**config.mk**
```make
export PLATFORM = sky130hd
export DESIGN_NAME = rekey_limit_tracker
export DESIGN_NICKNAME = d
export VERILOG_FILES = /design/src/hw/rtl/rlt_pkg.sv /design/src/hw/rtl/rlt_policy.sv /design/src/hw/rtl/rlt_dir.sv /design/src/hw/rtl/rlt_ctrl.sv /design/src/hw/rtl/rekey_limit_tracker.sv
export SDC_FILE = /design/constraint.sdc
export NUM_CORES = 2
export LEC_CHECK = 0
export ABC_AREA = 1
export BUFFER_PORTS_ARGS = -buffer_cell sky130_fd_sc_hd__buf_2
export CAP_MARGIN = 20
export CELL_PAD_IN_SITES_DETAIL_PLACEMENT = 1
export CELL_PAD_IN_SITES_GLOBAL_PLACEMENT = 2
export CORE_ASPECT_RATIO = 1.4
export CORE_MARGIN = 2
export CORE_UTILIZATION = 25
export CTS_CLUSTER_DIAMETER = 50
export DETAILED_ROUTE_END_ITERATION = 8
export GPL_TIMING_DRIVEN = 0
export PLACE_DENSITY_LB_ADDON = 0.1
export SLEW_MARGIN = 20
export SYNTH_ARGS = -nofsm -noshare
export SYNTH_HDL_FRONTEND = slang
export SYNTH_SLANG_ARGS = --single-unit
```
**constraint.sdc**
```tcl
create_clock -name clk_i -period 5.1 [get_ports clk_i]
set_clock_uncertainty 0.1 [all_clocks]
set_input_delay 1.02 -clock clk_i [delete_from_list [all_inputs] [get_ports clk_i]]
set_output_delay 1.02 -clock clk_i [all_outputs]
set_load 0.02 [all_outputs]
```
**src/hw/rtl/rlt_pkg.sv**
```systemverilog
// Package for the rekey limit tracker: operation and decision codes, payload
// structs, policy reset values and small compare helpers.
// No dependencies; every module of the block imports it.
package rlt_pkg;

  localparam int unsigned CNT_W = 64;
  localparam int unsigned PKT_W = 33;

  // Largest hard packet limit that the policy accepts.
  localparam logic [PKT_W-1:0] HARD_PACKET_CAP = 33'h1_0000_0000;

  // Policy register values after reset.
  localparam logic [CNT_W-1:0] RST_BYTE_LIMIT    = 64'd1073741824;
  localparam logic [CNT_W-1:0] RST_BLOCK_LIMIT   = 64'd4294967296;
  localparam logic [CNT_W-1:0] RST_TIME_LIMIT_MS = 64'd3600000;
  localparam logic [PKT_W-1:0] RST_SEND_PKT_LIMIT = 33'd2147483648;
  localparam logic [PKT_W-1:0] RST_RECV_PKT_LIMIT = 33'd2147483648;
  localparam logic [PKT_W-1:0] RST_HARD_PKT_LIMIT = HARD_PACKET_CAP;

  typedef enum logic [2:0] {
    OP_CHECK      = 3'd0,
    OP_RES_SEND   = 3'd1,
    OP_RES_RECV   = 3'd2,
    OP_RESET_ALL  = 3'd3,
    OP_RESET_SEND = 3'd4,
    OP_RESET_RECV = 3'd5,
    OP_REQUEST    = 3'd6,
    OP_COMPLETE   = 3'd7
  } op_e;

  typedef enum logic [1:0] {
    DEC_NONE      = 2'd0,
    DEC_RECOMMEND = 2'd1,
    DEC_REQUIRED  = 2'd2
  } decision_e;

  typedef enum logic {
    ST_OK      = 1'b0,
    ST_ARG_ERR = 1'b1
  } status_e;

  typedef enum logic [2:0] {
    CFG_BYTE_LIMIT     = 3'd0,
    CFG_BLOCK_LIMIT    = 3'd1,
    CFG_TIME_LIMIT_MS  = 3'd2,
    CFG_SEND_PKT_LIMIT = 3'd3,
    CFG_RECV_PKT_LIMIT = 3'd4,
    CFG_HARD_PKT_LIMIT = 3'd5
  } cfg_idx_e;

  typedef struct packed {
    op_e              op;
    logic [CNT_W-1:0] now_ms;
    logic [CNT_W-1:0] wire_bytes;
    logic [CNT_W-1:0] cipher_blocks;
  } rlt_in_t;

  typedef struct packed {
    status_e   status;
    decision_e decision;
  } rlt_out_t;

  // Current policy as seen by the counters and the control.
  typedef struct packed {
    logic [CNT_W-1:0] byte_limit;
    logic [CNT_W-1:0] block_limit;
    logic [CNT_W-1:0] time_limit_ms;
    logic [PKT_W-1:0] send_pkt_limit;
    logic [PKT_W-1:0] recv_pkt_limit;
    logic [PKT_W-1:0] hard_pkt_limit;
    logic             ok;
  } policy_t;

  // Per-direction commands from the control.
  typedef struct packed {
    logic clear;
    logic reserve;
  } dir_ctrl_t;

  // Per-direction limit status: before and after a counted reservation.
  typedef struct packed {
    logic hard_hit;
    logic soft_hit;
    logic after_hit;
  } dir_stat_t;

  // A soft limit of zero is disabled.
  function automatic logic hit64(input logic [CNT_W-1:0] v, input logic [CNT_W-1:0] lim);
    return (lim != '0) && (v >= lim);
  endfunction

  function automatic logic hit33(input logic [PKT_W-1:0] v, input logic [PKT_W-1:0] lim);
    return (lim != '0) && (v >= lim);
  endfunction

endpackage

```
**src/hw/rtl/rlt_policy.sv**
```systemverilog
// Policy registers of the rekey limit tracker and the policy validity check.
// Depends on rlt_pkg.
module rlt_policy
  import rlt_pkg::*;
(
  input  logic             clk_i,
  input  logic             rst_ni,
  input  logic             cfg_valid_i,
  output logic             cfg_ready_o,
  input  logic [2:0]       cfg_index_i,
  input  logic [CNT_W-1:0] cfg_data_i,
  output policy_t          policy_o
);

  logic [CNT_W-1:0] byte_limit_q, block_limit_q, time_limit_q;
  logic [PKT_W-1:0] send_lim_q, recv_lim_q, hard_lim_q;

  // Writes are always taken.
  assign cfg_ready_o = 1'b1;

  // Register writes; unknown indexes are ignored.
  always_ff @(posedge clk_i or negedge rst_ni) begin
    if (!rst_ni) begin
      byte_limit_q  <= RST_BYTE_LIMIT;
      block_limit_q <= RST_BLOCK_LIMIT;
      time_limit_q  <= RST_TIME_LIMIT_MS;
      send_lim_q    <= RST_SEND_PKT_LIMIT;
      recv_lim_q    <= RST_RECV_PKT_LIMIT;
      hard_lim_q    <= RST_HARD_PKT_LIMIT;
    end else if (cfg_valid_i) begin
      case (cfg_idx_e'(cfg_index_i))
        CFG_BYTE_LIMIT:     byte_limit_q  <= cfg_data_i;
        CFG_BLOCK_LIMIT:    block_limit_q <= cfg_data_i;
        CFG_TIME_LIMIT_MS:  time_limit_q  <= cfg_data_i;
        CFG_SEND_PKT_LIMIT: send_lim_q    <= cfg_data_i[PKT_W-1:0];
        CFG_RECV_PKT_LIMIT: recv_lim_q    <= cfg_data_i[PKT_W-1:0];
        CFG_HARD_PKT_LIMIT: hard_lim_q    <= cfg_data_i[PKT_W-1:0];
        default: ;
      endcase
    end
  end

  // The hard limit must be in range and each enabled soft packet limit
  // must not exceed it.
  always_comb begin
    policy_o.byte_limit     = byte_limit_q;
    policy_o.block_limit    = block_limit_q;
    policy_o.time_limit_ms  = time_limit_q;
    policy_o.send_pkt_limit = send_lim_q;
    policy_o.recv_pkt_limit = recv_lim_q;
    policy_o.hard_pkt_limit = hard_lim_q;
    policy_o.ok = (hard_lim_q != '0) && (hard_lim_q <= HARD_PACKET_CAP) &&
                  ((send_lim_q == '0) || (send_lim_q <= hard_lim_q)) &&
                  ((recv_lim_q == '0) || (recv_lim_q <= hard_lim_q));
  end

endmodule

```
**src/hw/rtl/rlt_dir.sv**
```systemverilog
// Usage counters of one direction: packets, bytes, cipher blocks and the key
// start time, with the limit compares before and after a reservation.
// Depends on rlt_pkg.
module rlt_dir
  import rlt_pkg::*;
(
  input  logic             clk_i,
  input  logic             rst_ni,
  input  dir_ctrl_t        ctrl_i,
  input  logic [CNT_W-1:0] now_ms_i,
  input  logic [CNT_W-1:0] wire_bytes_i,
  input  logic [CNT_W-1:0] cipher_blocks_i,
  input  policy_t          policy_i,
  input  logic [PKT_W-1:0] pkt_limit_i,
  output dir_stat_t        stat_o
);

  logic [PKT_W-1:0] pkt_q, pkt_d, pkt_inc;
  logic [CNT_W-1:0] bytes_q, bytes_d, blocks_q, blocks_d, start_q, start_d;
  logic [CNT_W-1:0] age, bytes_sat, blocks_sat;
  logic [CNT_W:0]   bytes_sum, blocks_sum;
  logic             age_hit;

  // Key age; a start time in the future counts as zero age.
  assign age     = (now_ms_i >= start_q) ? (now_ms_i - start_q) : '0;
  assign age_hit = hit64(age, policy_i.time_limit_ms);

  // Saturating sums for a counted reservation.
  assign bytes_sum  = {1'b0, bytes_q} + {1'b0, wire_bytes_i};
  assign blocks_sum = {1'b0, blocks_q} + {1'b0, cipher_blocks_i};
  assign bytes_sat  = bytes_sum[CNT_W] ? '1 : bytes_sum[CNT_W-1:0];
  assign blocks_sat = blocks_sum[CNT_W] ? '1 : blocks_sum[CNT_W-1:0];
  assign pkt_inc    = pkt_q + PKT_W'(1);

  // Limit status with the present counts and with the reserved packet added.
  always_comb begin
    stat_o.hard_hit  = pkt_q >= policy_i.hard_pkt_limit;
    stat_o.soft_hit  = age_hit ||
                       hit64(bytes_q, policy_i.byte_limit) ||
                       hit64(blocks_q, policy_i.block_limit) ||
                       hit33(pkt_q, pkt_limit_i);
    stat_o.after_hit = age_hit ||
                       (pkt_inc >= policy_i.hard_pkt_limit) ||
                       hit64(bytes_sat, policy_i.byte_limit) ||
                       hit64(blocks_sat, policy_i.block_limit) ||
                       hit33(pkt_inc, pkt_limit_i);
  end

  // Counter updates.
  always_comb begin
    pkt_d    = pkt_q;
    bytes_d  = bytes_q;
    blocks_d = blocks_q;
    start_d  = start_q;
    if (ctrl_i.clear) begin
      pkt_d    = '0;
      bytes_d  = '0;
      blocks_d = '0;
      start_d  = now_ms_i;
    end else if (ctrl_i.reserve) begin
      pkt_d    = pkt_inc;
      bytes_d  = bytes_sat;
      blocks_d = blocks_sat;
    end
  end

  always_ff @(posedge clk_i or negedge rst_ni) begin
    if (!rst_ni) begin
      pkt_q    <= '0;
      bytes_q  <= '0;
      blocks_q <= '0;
      start_q  <= '0;
    end else begin
      pkt_q    <= pkt_d;
      bytes_q  <= bytes_d;
      blocks_q <= blocks_d;
      start_q  <= start_d;
    end
  end

endmodule

```
**src/hw/rtl/rlt_ctrl.sv**
```systemverilog
// Request handshake, input and result registers, operation decode, the
// manual rekey flag and the decision of the rekey limit tracker.
// Depends on rlt_pkg.
module rlt_ctrl
  import rlt_pkg::*;
(
  input  logic      clk_i,
  input  logic      rst_ni,
  input  logic      in_valid_i,
  output logic      in_stall_o,
  input  rlt_in_t   in_data_i,
  output logic      out_valid_o,
  input  logic      out_stall_i,
  output rlt_out_t  out_data_o,
  input  logic      policy_ok_i,
  input  dir_stat_t send_stat_i,
  input  dir_stat_t recv_stat_i,
  output dir_ctrl_t send_ctrl_o,
  output dir_ctrl_t recv_ctrl_o,
  output rlt_in_t   item_o
);

  logic      in_vld_q, out_vld_q, advance, fire;
  logic      req_flag_q, req_flag_d, required, pending;
  rlt_in_t   item_q;
  rlt_out_t  out_q, result;

  // The result register moves when empty or taken; the input register
  // holds while the result register is blocked.
  assign advance    = !out_vld_q || !out_stall_i;
  assign fire       = in_vld_q && advance;
  assign in_stall_o = in_vld_q && !advance;

  assign out_valid_o = out_vld_q;
  assign out_data_o  = out_q;
  assign item_o      = item_q;

  assign required = send_stat_i.hard_hit || recv_stat_i.hard_hit;
  assign pending  = req_flag_q || send_stat_i.soft_hit || recv_stat_i.soft_hit;

  // Decode of the registered request.
  always_comb begin
    result          = '{status: ST_OK, decision: DEC_NONE};
    send_ctrl_o     = '0;
    recv_ctrl_o     = '0;
    req_flag_d      = req_flag_q;
    if (!policy_ok_i) begin
      result.status = ST_ARG_ERR;
    end else begin
      case (item_q.op)
        OP_CHECK: begin
          result.decision = required ? DEC_REQUIRED : (pending ? DEC_RECOMMEND : DEC_NONE);
        end
        OP_RES_SEND: begin
          if (required) begin
            result.decision = DEC_REQUIRED;
          end else begin
            send_ctrl_o.reserve = fire;
            result.decision = (req_flag_q || send_stat_i.after_hit || recv_stat_i.soft_hit)
                              ? DEC_RECOMMEND : DEC_NONE;
          end
        end
        OP_RES_RECV: begin
          if (required) begin
            result.decision = DEC_REQUIRED;
          end else begin
            recv_ctrl_o.reserve = fire;
            result.decision = (req_flag_q || recv_stat_i.after_hit || send_stat_i.soft_hit)
                              ? DEC_RECOMMEND : DEC_NONE;
          end
        end
        OP_RESET_ALL: begin
          send_ctrl_o.clear = fire;
          recv_ctrl_o.clear = fire;
          if (fire) req_flag_d = 1'b0;
        end
        OP_RESET_SEND: send_ctrl_o.clear = fire;
        OP_RESET_RECV: recv_ctrl_o.clear = fire;
        OP_REQUEST: begin
          if (fire) req_flag_d = 1'b1;
        end
        OP_COMPLETE: begin
          if (fire) req_flag_d = 1'b0;
        end
        default: ;
      endcase
    end
  end

  // Control state.
  always_ff @(posedge clk_i or negedge rst_ni) begin
    if (!rst_ni) begin
      in_vld_q   <= 1'b0;
      out_vld_q  <= 1'b0;
      req_flag_q <= 1'b0;
    end else begin
      if (!in_stall_o) in_vld_q <= in_valid_i;
      if (advance) out_vld_q <= in_vld_q;
      req_flag_q <= req_flag_d;
    end
  end

  // Payload registers.
  always_ff @(posedge clk_i) begin
    if (!in_stall_o && in_valid_i) item_q <= in_data_i;
    if (fire) out_q <= result;
  end

endmodule

```
**src/hw/rtl/rekey_limit_tracker.sv**
```systemverilog
// Rekey limit tracker: per-direction key usage counters and rekey decision.
// A request is held in the input register, then its result in the result register.
// Throughput: one request per cycle while the result is not stalled; the counters
// update in the same cycle as the decision, so each request sees all earlier ones.
// Reset: counters, start times and the request flag clear; policy takes defaults.
module rekey_limit_tracker
  import rlt_pkg::*;
(
  input  logic             clk_i,
  input  logic             rst_ni,
  input  logic             in_valid_i,
  output logic             in_stall_o,
  input  rlt_in_t          in_data_i,
  output logic             out_valid_o,
  input  logic             out_stall_i,
  output rlt_out_t         out_data_o,
  input  logic             cfg_valid_i,
  output logic             cfg_ready_o,
  input  logic [2:0]       cfg_index_i,
  input  logic [CNT_W-1:0] cfg_data_i
);

  policy_t   policy;
  dir_ctrl_t send_ctrl, recv_ctrl;
  dir_stat_t send_stat, recv_stat;
  rlt_in_t   item;

  // Policy registers.
  rlt_policy u_policy (
    .clk_i       (clk_i),
    .rst_ni      (rst_ni),
    .cfg_valid_i (cfg_valid_i),
    .cfg_ready_o (cfg_ready_o),
    .cfg_index_i (cfg_index_i),
    .cfg_data_i  (cfg_data_i),
    .policy_o    (policy)
  );

  // Send direction counters.
  rlt_dir u_send (
    .clk_i           (clk_i),
    .rst_ni          (rst_ni),
    .ctrl_i          (send_ctrl),
    .now_ms_i        (item.now_ms),
    .wire_bytes_i    (item.wire_bytes),
    .cipher_blocks_i (item.cipher_blocks),
    .policy_i        (policy),
    .pkt_limit_i     (policy.send_pkt_limit),
    .stat_o          (send_stat)
  );

  // Receive direction counters.
  rlt_dir u_recv (
    .clk_i           (clk_i),
    .rst_ni          (rst_ni),
    .ctrl_i          (recv_ctrl),
    .now_ms_i        (item.now_ms),
    .wire_bytes_i    (item.wire_bytes),
    .cipher_blocks_i (item.cipher_blocks),
    .policy_i        (policy),
    .pkt_limit_i     (policy.recv_pkt_limit),
    .stat_o          (recv_stat)
  );

  // Handshake, decode and decision.
  rlt_ctrl u_ctrl (
    .clk_i       (clk_i),
    .rst_ni      (rst_ni),
    .in_valid_i  (in_valid_i),
    .in_stall_o  (in_stall_o),
    .in_data_i   (in_data_i),
    .out_valid_o (out_valid_o),
    .out_stall_i (out_stall_i),
    .out_data_o  (out_data_o),
    .policy_ok_i (policy.ok),
    .send_stat_i (send_stat),
    .recv_stat_i (recv_stat),
    .send_ctrl_o (send_ctrl),
    .recv_ctrl_o (recv_ctrl),
    .item_o      (item)
  );

endmodule

```
==> impl_metrics.yaml <==
status:
  status: "complete, but fails checks"
  violations: "setup timing"
logic_synthesis:
  synthFlopType: "dfrtp_1"
  synth.area.top_cells: "dfrtp_1 21%, ha_1 19%, nand2_1 13%, edfxtp_1 6.8%, inv_1 6.8%"
  ys_ff_latch: 942
  async_flop_share: 0.790
  synth.distinct_cells: 69
  yosysWarnings: 0
  ys_seq_area_frac: 0.282
  synth_edf_count: 198
  syn_area_per_cell_um2: 7.10
  synth.cell_area_um2: 87100
  synth_top_area_frac: 0.209
  synth_fp_nets: 13900
  syn-instance-count: 12300
  synth_area_leader_cell: "dfrtp_1"
routing:
  drtIter0Drc: 4268
  first_pass_iters: 5
  wl_per_cell_um: 26.8
  drc: 0
  vias: 88900
  ant_nets: 0
  drt_wl_total_um: 475000
  vias_per_cell: 5.03
timing:
  finalSetupTns_ps: -17.8
  timing.fmax_mhz: 195
  worst_slew_pin_slew_ps: 1150
  hold_viol: 0
  slew_viol_final: 0
  setup_viol: 1
  post-route-period-util: 1.00
  worst_slack_ps: -17.8
  max_slew_margin: 0.232
  layout_min_cycle_time_ps: 5120
  rsz0062_at_grt: "true"
  hold_slack_ps: 217
worst_setup_path:
  cpMostUsedCell: "nor2_1"
  crit_start: "u_ctrl.item_o[42]"
  startpoint_type: "flip-flop"
  rr_startpoint: "u_ctrl.item_o[42]"
  cp.arrival_ps: 5630
  worstPathRequired_ps: 5610
  crit_path_max_incr_delay_ps: 440
  cp_slowest_cell: "edfxtp_1"
  worstSetupPathType: "flip-flop to flip-flop"
  crit_fanout: 5
  endpoint_kind: "flip-flop"
floorplanning:
  rows: 256
  chipHeight_um: 702
  die_w_um: 503
  initial_core_util: 0.251
  io-pin-count: 273
  die-area_um2: 353000
  core_area_um2: 347000
pwr:
  p_int_w: 0.0301
  peakVddDrop_mv: 0.288
  p_seq_frac: 0.183
  p_comb_frac: 0.642
  p_per_area_nw_per_um2: 598
  power.leakage_nw: 52.3
  p_switching_w: 0.0331
  swShare: 0.523
  power.share.clock: 0.175
finish:
  final_layout_size_suffix_gt1_frac: 0.137
  nNetsFinal: 14500
  layout_commonest_cell: "nand2_1"
  area_growth_pct: 21.4
  final_cell_mix: "2916 x nand2_1, 1557 x inv_1, 1208 x ha_1, 939 x nor2_1, 880 x a21oi_1"
  fill_cells: 42200
grt:
  grt_pass1_wl_um: 671000
  antenna_found_initial: 42
  overflow: 0
  grt_pass1_vias: 95500
  grt_usage: 0.262
  grt_max_degree: 127
placement:
  place.gp.congestion: 0.957
  portBuffers: 271
  dp_hpwl_um: 404000
worst_hold_path:
  worstHoldStart: "in_data_i[72]"
  hp-class: "input port to flip-flop"
clocking:
  cts_num_sinks: 942
  clk_pin_slew_ps: 60
  cts_htree_levels: 4
  ctsLongestPathBuffers: 4
  clock_latency_ps: 880
  cts_tree: "built"
  numCtsBuffers: 160
  root_buffer: "clkbuf_16"
run:
  cap_violations: 0
-- sequential cells by signal, summed over array words and instances (netlist names) --
signal and count:
u_policy.block_limit_q 64, u_recv.blocks_q 64, u_send.blocks_q 64, u_send.start_q 64
u_recv.start_q 64, u_ctrl.in_vld_q 1, u_policy.hard_lim_q 33, u_ctrl.req_flag_q 1
u_recv.bytes_q 64, u_policy.send_lim_q 33, u_policy.byte_limit_q 64, u_send.pkt_q 33
u_send.bytes_q 64, u_ctrl.item_o 195, u_ctrl.out_data_o 3, u_recv.pkt_q 33
u_policy.recv_lim_q 33, u_ctrl.out_valid_o 1, u_policy.time_limit_q 64
-- through the flow --
step	setup slack, ps	instances	area, um2	utilization	total power (W)
global placement	-15200	17200	94300	0.272	0.0475
global route	-151	17700	106000	0.305	0.0686
finish	-17.8	17700	106000	0.305	0.0632
floorplan	74.1	12300	87100	-	0.0341
CTS	-37.8	17600	103000	0.297	0.0619
detailed placement	-2350	17200	94700	0.273	0.0484
-- what timing repair did --
action                                  4_1_cts  5_1_grt
hold buffers                                  1        0
endpoints found under the setup margin        3        1
endpoints found under the hold margin        66        0
pin swaps                                    79      139
setup buffers                               102       71
resized for setup                           583      493
gates cloned                                  0        2
-- cell type report --
class | count | area [um2] | share of cell area
Clock buffer | 194 | 4330 | 0.0410
Timing Repair Buffer | 466 | 3250 | 0.0307
Clock inverter | 90 | 971 | 0.00918
Buffer | 230 | 1430 | 0.0136
Multi-Input combinational cell | 9512 | 59400 | 0.561
Inverter | 1582 | 5980 | 0.0565
Antenna cell | 16 | 40.0 | 0.000379
Sequential cell | 942 | 24600 | 0.232
Tap cell | 4644 | 5810 | 0.0549
-- worst paths after layout --
| kind | end | slack (ps) | cells past startpoint |
|---|---|---|---|
| setup / recovery | u_ctrl.out_data_o[0] | -20 | 26 |
| setup reg to reg | u_ctrl.out_data_o[0] | -20 | 26 |
| min in group asynchronous | u_send.start_q[17] | 580 | 2 |
| hold / removal | u_ctrl.item_o[72] | 220 | 1 |
| hold reg to reg | u_policy.byte_limit_q[52] | 390 | 2 |
| max in group asynchronous | u_recv.bytes_q[36] | 2070 | 5 |
-- routing by layer --
| metal | GRT usage | routed length [um] | vias up |
|---|---|---|---|
| li1 | - | - | 42700 |
| met1 | 0.313 | 198000 | 44100 |
| met2 | 0.479 | 238000 | 1526 |
| met3 | 0.0218 | 13900 | 658 |
| met4 | 0.109 | 24500 | 8 |
| met5 | 0 | 55 | - |
-- power by group through the flow --
stage | sequential, W | combinational, W | clock, W
finish | 0.0116 | 0.0406 | 0.0111
global route | 0.0118 | 0.0451 | 0.0117
CTS | 0.0116 | 0.0389 | 0.0114
detailed placement | 0.0117 | 0.0367 | 0
global placement | 0.0117 | 0.0358 | 0
floorplan | 0.0107 | 0.0233 | 0
-- worst max-delay path, delay by kind of cell (launching register included) --
kind	cells	cell delay, ps
compound gates	7	1660
flops	1	440
fa+ha+maj	2	650
buf+inv	3	360
simple gates	14	1620
-- cell usage after synthesis, drive strengths merged (5+ instances only) --
library cell and instances:
a21boi 40, dfstp 16, edfxtp 198, o21ai 999, clkbuf 89, o21bai 39
nor4 106, o211ai 26, nand3b 18, o311ai 6, o21a 70, dfrtp 728
o2111ai 11, and2 5, xnor2 72, a211oi 11, or2 147, a31oi 91
xor2 115, nor2 1010, a21o 65, nand2 3005, buf 141, fa 6
inv 1580, ha 1356, a21oi 1040, nand4 254, nand3 843, nor3 118
and3 30, nor3b 10
-- cells by family (layout without fill, tap and decap cells) --
group / Yosys count / in the layout / synth area share
buf+inv: 1812 / 2562 / 0.0819
xor+xnor: 187 / 187 / 0.0188
simple gates: 5548 / 5548 / 0.271
compound gates: 2414 / 2414 / 0.150
flops: 942 / 942 / 0.282
other cells: 1 / 17 / 0.0000430
fa+ha+maj: 1362 / 1362 / 0.196
Note: power is estimated with default switching activity, not from simulation.
